$ cat config.mk
export PLATFORM = sky130hd
export DESIGN_NAME = packed_raw_dark_frame_subtract
export DESIGN_NICKNAME = d
export VERILOG_FILES = /design/src/rtl/core/pdfs_pkg.sv /design/src/rtl/core/pdfs_front.sv /design/src/rtl/core/pdfs_fifo.sv /design/src/rtl/core/pdfs_back.sv /design/src/rtl/core/packed_raw_dark_frame_subtract.sv
export SDC_FILE = /design/constraint.sdc
export NUM_CORES = 2
export LEC_CHECK = 0
export ABC_CLOCK_PERIOD_IN_PS = 11200
export BUFFER_PORTS_ARGS = -buffer_cell sky130_fd_sc_hd__buf_2
export CORE_UTILIZATION = 55
export CTS_CLUSTER_SIZE = 30
export DETAILED_ROUTE_END_ITERATION = 6
export HOLD_SLACK_MARGIN = 0.06
export PLACE_DENSITY = 0.82
export SYNTH_ARGS = -nofsm -noshare
export SYNTH_HDL_FRONTEND = slang
export SYNTH_HIERARCHICAL = 1
export SYNTH_SLANG_ARGS = --single-unit
$ cat constraint.sdc
create_clock -name clk -period 11.2 [get_ports clk]
set_input_delay 1.68 -clock clk [delete_from_list [all_inputs] [get_ports clk]]
set_output_delay 1.68 -clock clk [all_outputs]
set_load 0.01 [all_outputs]
$ cat src/rtl/core/pdfs_pkg.sv
`default_nettype none

package pdfs_pkg;

	localparam int GROUP_MAX       = 14;           // bytes in the largest packed group
	localparam int BYTE_W          = 8;
	localparam int STREAM_W        = GROUP_MAX * BYTE_W;
	localparam int PIX_MAX         = 8;            // pixels in the largest group
	localparam int PIX_W           = 14;           // widest pixel
	localparam int PIX_W_10        = 10;
	localparam int PIX_W_12        = 12;
	localparam int PIX_12_COUNT    = 4;
	localparam int CFG_W           = 14;           // widest config register
	localparam int DEF_QUEUE_DEPTH = 2;

	typedef enum logic [1:0] {
		FMT_10 = 2'd0,
		FMT_12 = 2'd1,
		FMT_14 = 2'd2
	} fmt_t;

	typedef enum logic [1:0] {
		REG_PIXEL_FORMAT = 2'd0,
		REG_PEDESTAL     = 2'd1,
		REG_CLIP_LEVEL   = 2'd2
	} cfg_reg_t;

	localparam logic [1:0]       RST_PIXEL_FORMAT = FMT_12;
	localparam logic [CFG_W-1:0] RST_PEDESTAL     = 14'd0;
	localparam logic [CFG_W-1:0] RST_CLIP_LEVEL   = 14'd4095;

	typedef logic [3:0] pos_t;
	typedef logic [GROUP_MAX-1:0][BYTE_W-1:0] group_bytes_t;

	typedef struct packed {
		logic [BYTE_W-1:0] image_byte;
		logic [BYTE_W-1:0] dark_byte;
	} in_beat_t;

	typedef struct packed {
		logic [BYTE_W-1:0] out_byte;
		logic              group_end;
	} out_beat_t;

	// one complete group handed from the collector to the processing side
	typedef struct packed {
		logic [1:0]   fmt;
		group_bytes_t img;
		group_bytes_t drk;
	} group_t;

	// bytes per packed group; the unused code packs as 14-bit
	function automatic pos_t group_len(input logic [1:0] fmt);
		pos_t n;
		unique case (fmt)
			FMT_10:  n = 4'd10;
			FMT_12:  n = 4'd6;
			default: n = 4'd14;
		endcase
		return n;
	endfunction

endpackage

`default_nettype wire

$ cat src/rtl/core/pdfs_front.sv
`default_nettype none

module pdfs_front (
	input  logic               clk,
	input  logic               arst_n,
	input  logic [1:0]         pixel_format,
	input  pdfs_pkg::in_beat_t in_data,
	input  logic               in_valid,
	output logic               in_ready,
	output pdfs_pkg::group_t   grp,
	output logic               grp_push,
	input  logic               grp_ready
);
	import pdfs_pkg::*;

	group_bytes_t img_q;
	group_bytes_t drk_q;
	pos_t         pos_q;
	logic         last;
	logic         accept;

	// group closes once the byte count reaches the current format's length
	assign last     = (pos_q >= group_len(pixel_format) - 4'd1);
	assign in_ready = grp_ready || !last;
	assign accept   = in_valid && in_ready;
	assign grp_push = accept && last;

	// closing byte goes straight into the pushed group
	always_comb begin
		grp.fmt = pixel_format;
		grp.img = img_q;
		grp.drk = drk_q;
		grp.img[pos_q] = in_data.image_byte;
		grp.drk[pos_q] = in_data.dark_byte;
	end

	always_ff @(posedge clk or negedge arst_n) begin
		if (!arst_n) begin
			pos_q <= '0;
		end else if (accept) begin
			pos_q <= last ? '0 : pos_q + 4'd1;
		end
	end

	always_ff @(posedge clk) begin
		if (accept) begin
			img_q[pos_q] <= in_data.image_byte;
			drk_q[pos_q] <= in_data.dark_byte;
		end
	end

endmodule

`default_nettype wire

$ cat src/rtl/core/pdfs_fifo.sv
`default_nettype none

module pdfs_fifo #(
	parameter int unsigned DEPTH = pdfs_pkg::DEF_QUEUE_DEPTH
) (
	input  logic             clk,
	input  logic             arst_n,
	input  pdfs_pkg::group_t push_data,
	input  logic             push,
	output logic             push_ready,
	output pdfs_pkg::group_t pop_data,
	output logic             pop_valid,
	input  logic             pop
);
	import pdfs_pkg::*;

	localparam int PTR_W = (DEPTH > 1) ? $clog2(DEPTH) : 1;
	localparam int CNT_W = $clog2(DEPTH + 1);

	group_t             mem_q [DEPTH];
	logic [PTR_W-1:0]   wr_ptr_q;
	logic [PTR_W-1:0]   rd_ptr_q;
	logic [CNT_W-1:0]   cnt_q;
	logic               do_push;
	logic               do_pop;

	assign push_ready = (cnt_q != CNT_W'(DEPTH));
	assign pop_valid  = (cnt_q != '0);
	assign pop_data   = mem_q[rd_ptr_q];
	assign do_push    = push && push_ready;
	assign do_pop     = pop && pop_valid;

	always_ff @(posedge clk or negedge arst_n) begin
		if (!arst_n) begin
			wr_ptr_q <= '0;
			rd_ptr_q <= '0;
			cnt_q    <= '0;
		end else begin
			if (do_push) begin
				wr_ptr_q <= (wr_ptr_q == PTR_W'(DEPTH - 1)) ? '0 : wr_ptr_q + 1'b1;
			end
			if (do_pop) begin
				rd_ptr_q <= (rd_ptr_q == PTR_W'(DEPTH - 1)) ? '0 : rd_ptr_q + 1'b1;
			end
			if (do_push && !do_pop) begin
				cnt_q <= cnt_q + 1'b1;
			end else if (do_pop && !do_push) begin
				cnt_q <= cnt_q - 1'b1;
			end
		end
	end

	always_ff @(posedge clk) begin
		if (do_push) begin
			mem_q[wr_ptr_q] <= push_data;
		end
	end

endmodule

`default_nettype wire

$ cat src/rtl/core/pdfs_back.sv
`default_nettype none

module pdfs_back (
	input  logic                       clk,
	input  logic                       arst_n,
	input  logic [pdfs_pkg::CFG_W-1:0] pedestal,
	input  logic [pdfs_pkg::CFG_W-1:0] clip_level,
	input  pdfs_pkg::group_t           grp,
	input  logic                       grp_valid,
	output logic                       grp_pop,
	output pdfs_pkg::out_beat_t        out_data,
	output logic                       out_valid,
	input  logic                       out_ready
);
	import pdfs_pkg::*;

	logic [STREAM_W-1:0]              img_s;
	logic [STREAM_W-1:0]              drk_s;
	logic [STREAM_W-1:0]              res_s;
	logic [PIX_MAX-1:0][PIX_W-1:0]    img_px;
	logic [PIX_MAX-1:0][PIX_W-1:0]    drk_px;
	logic [PIX_MAX-1:0][PIX_W-1:0]    res_px;
	group_bytes_t                     res_bytes;
	group_bytes_t                     ser_q;
	pos_t                             left_q;
	logic                             load;
	logic                             beat;

	// zero pixel in either frame marks a dead pixel: pass 0
	function automatic logic [PIX_W-1:0] sub_clamp(
		input logic [PIX_W-1:0] img,
		input logic [PIX_W-1:0] drk,
		input logic [PIX_W-1:0] blk,
		input logic [PIX_W-1:0] wht
	);
		logic [PIX_W:0]   base;
		logic [PIX_W-1:0] r;
		if (img < drk) begin
			base = {1'b0, blk};
		end else begin
			base = {1'b0, img} - {1'b0, drk} + {1'b0, blk};
		end
		if (img == '0 || drk == '0) begin
			r = '0;
		end else if (base > {1'b0, wht}) begin
			r = wht;
		end else begin
			r = base[PIX_W-1:0];
		end
		return r;
	endfunction

	// byte-swapped 16-bit words -> big-endian bit stream
	always_comb begin
		for (int k = 0; k < GROUP_MAX; k++) begin
			img_s[STREAM_W-1-BYTE_W*k -: BYTE_W] = grp.img[k ^ 1];
			drk_s[STREAM_W-1-BYTE_W*k -: BYTE_W] = grp.drk[k ^ 1];
		end
	end

	// pixel lanes
	always_comb begin
		for (int p = 0; p < PIX_MAX; p++) begin
			unique case (grp.fmt)
				FMT_10: begin
					img_px[p] = PIX_W'(img_s[STREAM_W-1-PIX_W_10*p -: PIX_W_10]);
					drk_px[p] = PIX_W'(drk_s[STREAM_W-1-PIX_W_10*p -: PIX_W_10]);
				end
				FMT_12: begin
					img_px[p] = PIX_W'(img_s[STREAM_W-1-PIX_W_12*p -: PIX_W_12]);
					drk_px[p] = PIX_W'(drk_s[STREAM_W-1-PIX_W_12*p -: PIX_W_12]);
				end
				default: begin
					img_px[p] = img_s[STREAM_W-1-PIX_W*p -: PIX_W];
					drk_px[p] = drk_s[STREAM_W-1-PIX_W*p -: PIX_W];
				end
			endcase
			res_px[p] = sub_clamp(img_px[p], drk_px[p], pedestal, clip_level);
		end
	end

	// repack; an oversized result keeps its low bits only
	always_comb begin
		res_s = '0;
		unique case (grp.fmt)
			FMT_10: begin
				for (int p = 0; p < PIX_MAX; p++) begin
					res_s[STREAM_W-1-PIX_W_10*p -: PIX_W_10] = res_px[p][PIX_W_10-1:0];
				end
			end
			FMT_12: begin
				for (int p = 0; p < PIX_12_COUNT; p++) begin
					res_s[STREAM_W-1-PIX_W_12*p -: PIX_W_12] = res_px[p][PIX_W_12-1:0];
				end
			end
			default: begin
				for (int p = 0; p < PIX_MAX; p++) begin
					res_s[STREAM_W-1-PIX_W*p -: PIX_W] = res_px[p];
				end
			end
		endcase
		for (int k = 0; k < GROUP_MAX; k++) begin
			res_bytes[k] = res_s[STREAM_W-1-BYTE_W*(k ^ 1) -: BYTE_W];
		end
	end

	// byte serializer: reloads when empty or on the beat of a group's last byte
	assign out_valid          = (left_q != '0);
	assign out_data.out_byte  = ser_q[0];
	assign out_data.group_end = (left_q == 4'd1);
	assign beat               = out_valid && out_ready;
	assign load               = !out_valid || (beat && left_q == 4'd1);
	assign grp_pop            = load && grp_valid;

	always_ff @(posedge clk or negedge arst_n) begin
		if (!arst_n) begin
			left_q <= '0;
		end else if (grp_pop) begin
			left_q <= group_len(grp.fmt);
		end else if (beat) begin
			left_q <= left_q - 4'd1;
		end
	end

	always_ff @(posedge clk) begin
		if (grp_pop) begin
			ser_q <= res_bytes;
		end else if (beat) begin
			for (int i = 0; i < GROUP_MAX - 1; i++) begin
				ser_q[i] <= ser_q[i + 1];
			end
		end
	end

endmodule

`default_nettype wire

$ cat src/rtl/core/packed_raw_dark_frame_subtract.sv
`default_nettype none

// Dark-frame subtraction on packed raw data. Each input beat carries one byte
// of the image frame and the byte at the same offset of the dark frame. Bytes
// are gathered into groups of 10, 6 or 14 bytes (8 x 10-bit, 4 x 12-bit or
// 8 x 14-bit pixels, big-endian bit stream over byte-swapped 16-bit words).
// Every pixel pair becomes image - dark + pedestal, clamped to
// [pedestal, clip_level], or 0 when either pixel is 0; the group is
// repacked and sent out one byte per beat, group_end marking its last byte.
// Throughput is one input beat and one output beat per cycle, sustained while
// out_ready stays high: the input side only collects, a queue of QUEUE_DEPTH
// whole groups decouples it from the output side, and the output byte
// serializer reloads in the same cycle its last byte is taken. With the
// output side idle, a group is written to the queue, then to the serializer.
// Configuration (pixel_format, pedestal, clip_level at indexes 0..2) must only
// be written while no group is in flight; the unused format code packs as
// 14-bit, and a format change part way into a group closes it on the first
// beat that brings the byte count to or past the new length.

module packed_raw_dark_frame_subtract #(
	parameter int unsigned QUEUE_DEPTH = pdfs_pkg::DEF_QUEUE_DEPTH
) (
	input  logic                       clk,
	input  logic                       arst_n,
	// config write port
	input  logic                       cfg_we,
	input  logic [1:0]                 cfg_idx,
	input  logic [pdfs_pkg::CFG_W-1:0] cfg_wdata,
	// byte-pair input
	input  pdfs_pkg::in_beat_t         in_data,
	input  logic                       in_valid,
	output logic                       in_ready,
	// packed result output
	output pdfs_pkg::out_beat_t        out_data,
	output logic                       out_valid,
	input  logic                       out_ready
);
	import pdfs_pkg::*;

	logic [1:0]       pixel_format_q;
	logic [CFG_W-1:0] pedestal_q;
	logic [CFG_W-1:0] clip_level_q;

	group_t push_grp;
	group_t head_grp;
	logic   push;
	logic   push_ready;
	logic   head_valid;
	logic   pop;

	// Config registers: plain writes, no read-back. Out-of-range index ignored.
	always_ff @(posedge clk or negedge arst_n) begin
		if (!arst_n) begin
			pixel_format_q <= RST_PIXEL_FORMAT;
			pedestal_q     <= RST_PEDESTAL;
			clip_level_q   <= RST_CLIP_LEVEL;
		end else if (cfg_we) begin
			unique case (cfg_idx)
				REG_PIXEL_FORMAT: pixel_format_q <= cfg_wdata[1:0];
				REG_PEDESTAL:     pedestal_q     <= cfg_wdata;
				REG_CLIP_LEVEL:   clip_level_q   <= cfg_wdata;
				default: ;
			endcase
		end
	end

	// Front: collects byte pairs, pushes a whole group on its closing beat.
	// Stalls only on a closing beat while the queue is full.
	pdfs_front u_front (
		.clk          (clk),
		.arst_n       (arst_n),
		.pixel_format (pixel_format_q),
		.in_data      (in_data),
		.in_valid     (in_valid),
		.in_ready     (in_ready),
		.grp          (push_grp),
		.grp_push     (push),
		.grp_ready    (push_ready)
	);

	// Group queue between collector and processing side.
	pdfs_fifo #(
		.DEPTH (QUEUE_DEPTH)
	) u_fifo (
		.clk        (clk),
		.arst_n     (arst_n),
		.push_data  (push_grp),
		.push       (push),
		.push_ready (push_ready),
		.pop_data   (head_grp),
		.pop_valid  (head_valid),
		.pop        (pop)
	);

	// Back: eight subtract/clamp lanes on the queue head, repack, and the
	// registered byte serializer that drives the output.
	pdfs_back u_back (
		.clk        (clk),
		.arst_n     (arst_n),
		.pedestal   (pedestal_q),
		.clip_level (clip_level_q),
		.grp        (head_grp),
		.grp_valid  (head_valid),
		.grp_pop    (pop),
		.out_data   (out_data),
		.out_valid  (out_valid),
		.out_ready  (out_ready)
	);

endmodule

`default_nettype wire

==> reports/results.ini <==
[status]
outcome = complete, but fails checks
violations = DRC

[sta]
fin_crit_ns = 8.676
hold_slack_ns = 0.4931
period_share_pct = 77.47
rsz0062_at_grt = false
fmax_mhz = 115.3
tightest_slew_ns = 1.177
slew_headroom_pct = 20.81
slew_viol_final = 0
finalSetupTns_ns = 0
skew_ns = 0.03785
finalHoldViolCount = 0
report.final.setup_viol = 0

[cts]
path_clk_slew_ns = 0.06
clk_path_buf_depth = 3
clk_latency_ns = 0.67
cts_resized = 0
cts_made_buffers = 82
htreeDepth = 3
cts_tree = yes
root_buffer = clkbuf_16
postCtsHoldBufs = 0
cts_sinks = 830
cts_setup_buffers = 0

[placement]
io_buffers = 47
dp_hpwl_um = 108100
gp_congestion = 0.9854
dp_cells = 5628

[detailed_routing]
met3_length_um = 14810
finalWirelength_um = 151700
num_vias = 37400
wl_met2_um = 67680
maxUsedRoutingLayer = met4
first_iter_violations = 5206
drt.antenna.violating_nets = 0
wl_per_cell_um = 26.25
wl_met1_um = 63630
first_pass_iters = 7
viasPerCell = 6.469
route.detailed.drc = 1

[final_layout]
final_layout_size_suffix_gt1_share_pct = 17.96
regArea_mm2 = 0.02473
final_cells = 5781
area_delta_synth_final_pct = 6.801
multiInputGateArea_mm2 = 0.02639
finalNetCount = 4921
nFillCells = 7399

[logic_synthesis]
synthCells = 4475
synth.distinct_cells = 103
synth_area_leaders = edfxtp_1 (44%), mux2_2 (9.2%), ha_1 (8.1%)
async_flop_share_pct = 5.060
synth-edff-count = 788
ys_ff_latch = 830
synth_top_area_cell = edfxtp_1
synth_fp_nets = 4960
synthFlopType = edfxtp_1
netlist_area_mm2 = 0.05353
yosys_warnings = 6
synth_top_area_share_pct = 44.20
ys_top_cells_by_count = edfxtp_1 (788), mux2_2 (439), ha_1 (346)
yosysSeqAreaShare_pct = 46.20
syn_avg_cell_area_um2 = 11.96
post-synth-top-count-cell = edfxtp_1

[setup_path]
crit_arrival_ns = 9.06
critical_path.startpoint = u_fifo/rd_ptr_q$_DFFE_PN0P_
max_stage_delay_ns = 0.85
required_ns = 11.58
slowest_stage = dfrtp_4
cp-end-kind = flip-flop
crit_path_start_kind = flip-flop
rr_endpoint = u_back/ser_q[10]$_DFFE_PP_
r2r-start = u_fifo/rd_ptr_q$_DFFE_PN0P_
reg2reg_depth = 25
critPathMaxFanout = 75
r2r_slack_ns = 2.52
endpoint = u_back/ser_q[10]$_DFFE_PP_
criticalPathCategory = reg2reg

[hold_path]
hp-class = reg2reg

[die]
dieArea_mm2 = 0.09859
die_h_um = 314.0
fp-row-count = 114
io-pin-count = 48
core_area_mm2 = 0.09657
die_w_um = 314.0
start_util_pct = 55.44

[global_route]
grt_max_degree = 169
grt_overflow = 0
groute.usage.overall_pct = 30.07
grt_pass1_vias = 35300
grt_pass1_wl_um = 223000
antenna_found_initial = 1

[flow_run]
drv_cap = 0

[worst max-delay path: cells and delay by family (launching register included)]
kind / cells / cell delay [ns]
compound gates: 11 / 3.52
mux: 4 / 1.47
fa+ha+maj: 3 / 1.15
flops: 1 / 0.85
buf+inv: 3 / 0.81
simple gates: 3 / 0.36
xor+xnor: 1 / 0.14
[state kept, by name (all words and copies together), names as in the netlist]
signal	count
u_front/drk_q	112
u_back/left_q	4
u_fifo/mem_q	452
pedestal_q	14
u_front/pos_q	4
u_fifo/wr_ptr_q	1
u_front/img_q	112
u_fifo/cnt_q	2
u_back/out_data	8
u_back/ser_q	104
pixel_format_q	2
u_fifo/rd_ptr_q	1
clip_level_q	14
[worst min path at each step]
stage | cells after the start | slack (ns) | from | to
2_1_floorplan | 1 | 0.46 | u_fifo/cnt_q[1]$_DFFE_PN0P_ | u_fifo/cnt_q[1]$_DFFE_PN0P_
3_3_place_gp | 1 | 0.47 | u_fifo/cnt_q[1]$_DFFE_PN0P_ | u_fifo/cnt_q[1]$_DFFE_PN0P_
3_5_place_dp | 1 | 0.48 | u_fifo/cnt_q[1]$_DFFE_PN0P_ | u_fifo/cnt_q[1]$_DFFE_PN0P_
4_1_cts | 1 | 0.49 | u_fifo/cnt_q[1]$_DFFE_PN0P_ | u_fifo/cnt_q[1]$_DFFE_PN0P_
5_1_grt | 1 | 0.51 | u_fifo/cnt_q[1]$_DFFE_PN0P_ | u_fifo/cnt_q[1]$_DFFE_PN0P_
6_report | 1 | 0.49 | u_fifo/cnt_q[1]$_DFFE_PN0P_ | u_fifo/cnt_q[1]$_DFFE_PN0P_
[cells by family (layout without fill, tap and decap cells)]
family                   count (synthesis)  count (layout)  synth area share, %
AND/OR/NAND/NOR                        864             864                7.710
buffers and inverters                  513             542                4.663
flip-flops                             830             830                46.20
multiplexers                           797             797                16.74
other                                    0               1                    0
AO/OA/AOI/OAI                          919             919                11.08
XOR/XNOR                               102             102                1.669
adder cells (fa/ha/maj)                450             450                11.94
[area by class of cell]
class | count | area share (%)
clock inverters | 51 | 0.8929
diodes | 1 | 0.004377
well taps | 1276 | 2.792
flip-flops and latches | 830 | 43.26
inverters | 298 | 1.970
clock buffers | 101 | 3.838
repair buffers | 92 | 1.090
multi-input cells | 3132 | 46.15
[cells in the final DEF (no fill, tap or decap), types with 21 or more instances in the layout]
cell,count
mux2_4,86
edfxtp_1,788
nand3_1,45
nand4_1,45
a21oi_1,249
xnor2_1,62
clkinv_1,21
mux2i_1,266
a31oi_1,22
nand2b_1,24
clkbuf_16,83
o21ai_0,227
inv_1,291
nand2_1,295
dfrtp_1,28
a22oi_1,30
xor2_1,40
o21a_1,48
a21o_1,81
nor2b_1,41
mux2_2,437
o221ai_1,40
buf_4,41
buf_2,47
fa_1,102
nor3_1,39
nor2_1,245
ha_1,346
[routing by layer]
metal / vias up / track usage, %
li1: 16610 / -
met1: 18270 / 43.51
met2: 2183 / 45.79
met3: 333 / 4.460
met4: 0 / 11.47
met5: - / 0
[stage by stage]
| step | setup WS (ns) | area, um^2 | utilization [%] |
|---|---|---|---|
| floorplan | 2.847 | 53540 | - |
| global placement | 2.900 | 54470 | 56.40 |
| detailed placement | 2.816 | 54470 | 56.40 |
| CTS | 2.748 | 57170 | 59.21 |
| global route | 2.002 | 57170 | 59.21 |
| finish | 2.524 | 57170 | 59.21 |
Power is left out: the tool's default activity adds up to more than one toggle a clock period on the data nets, which glitch-free logic cannot reach.
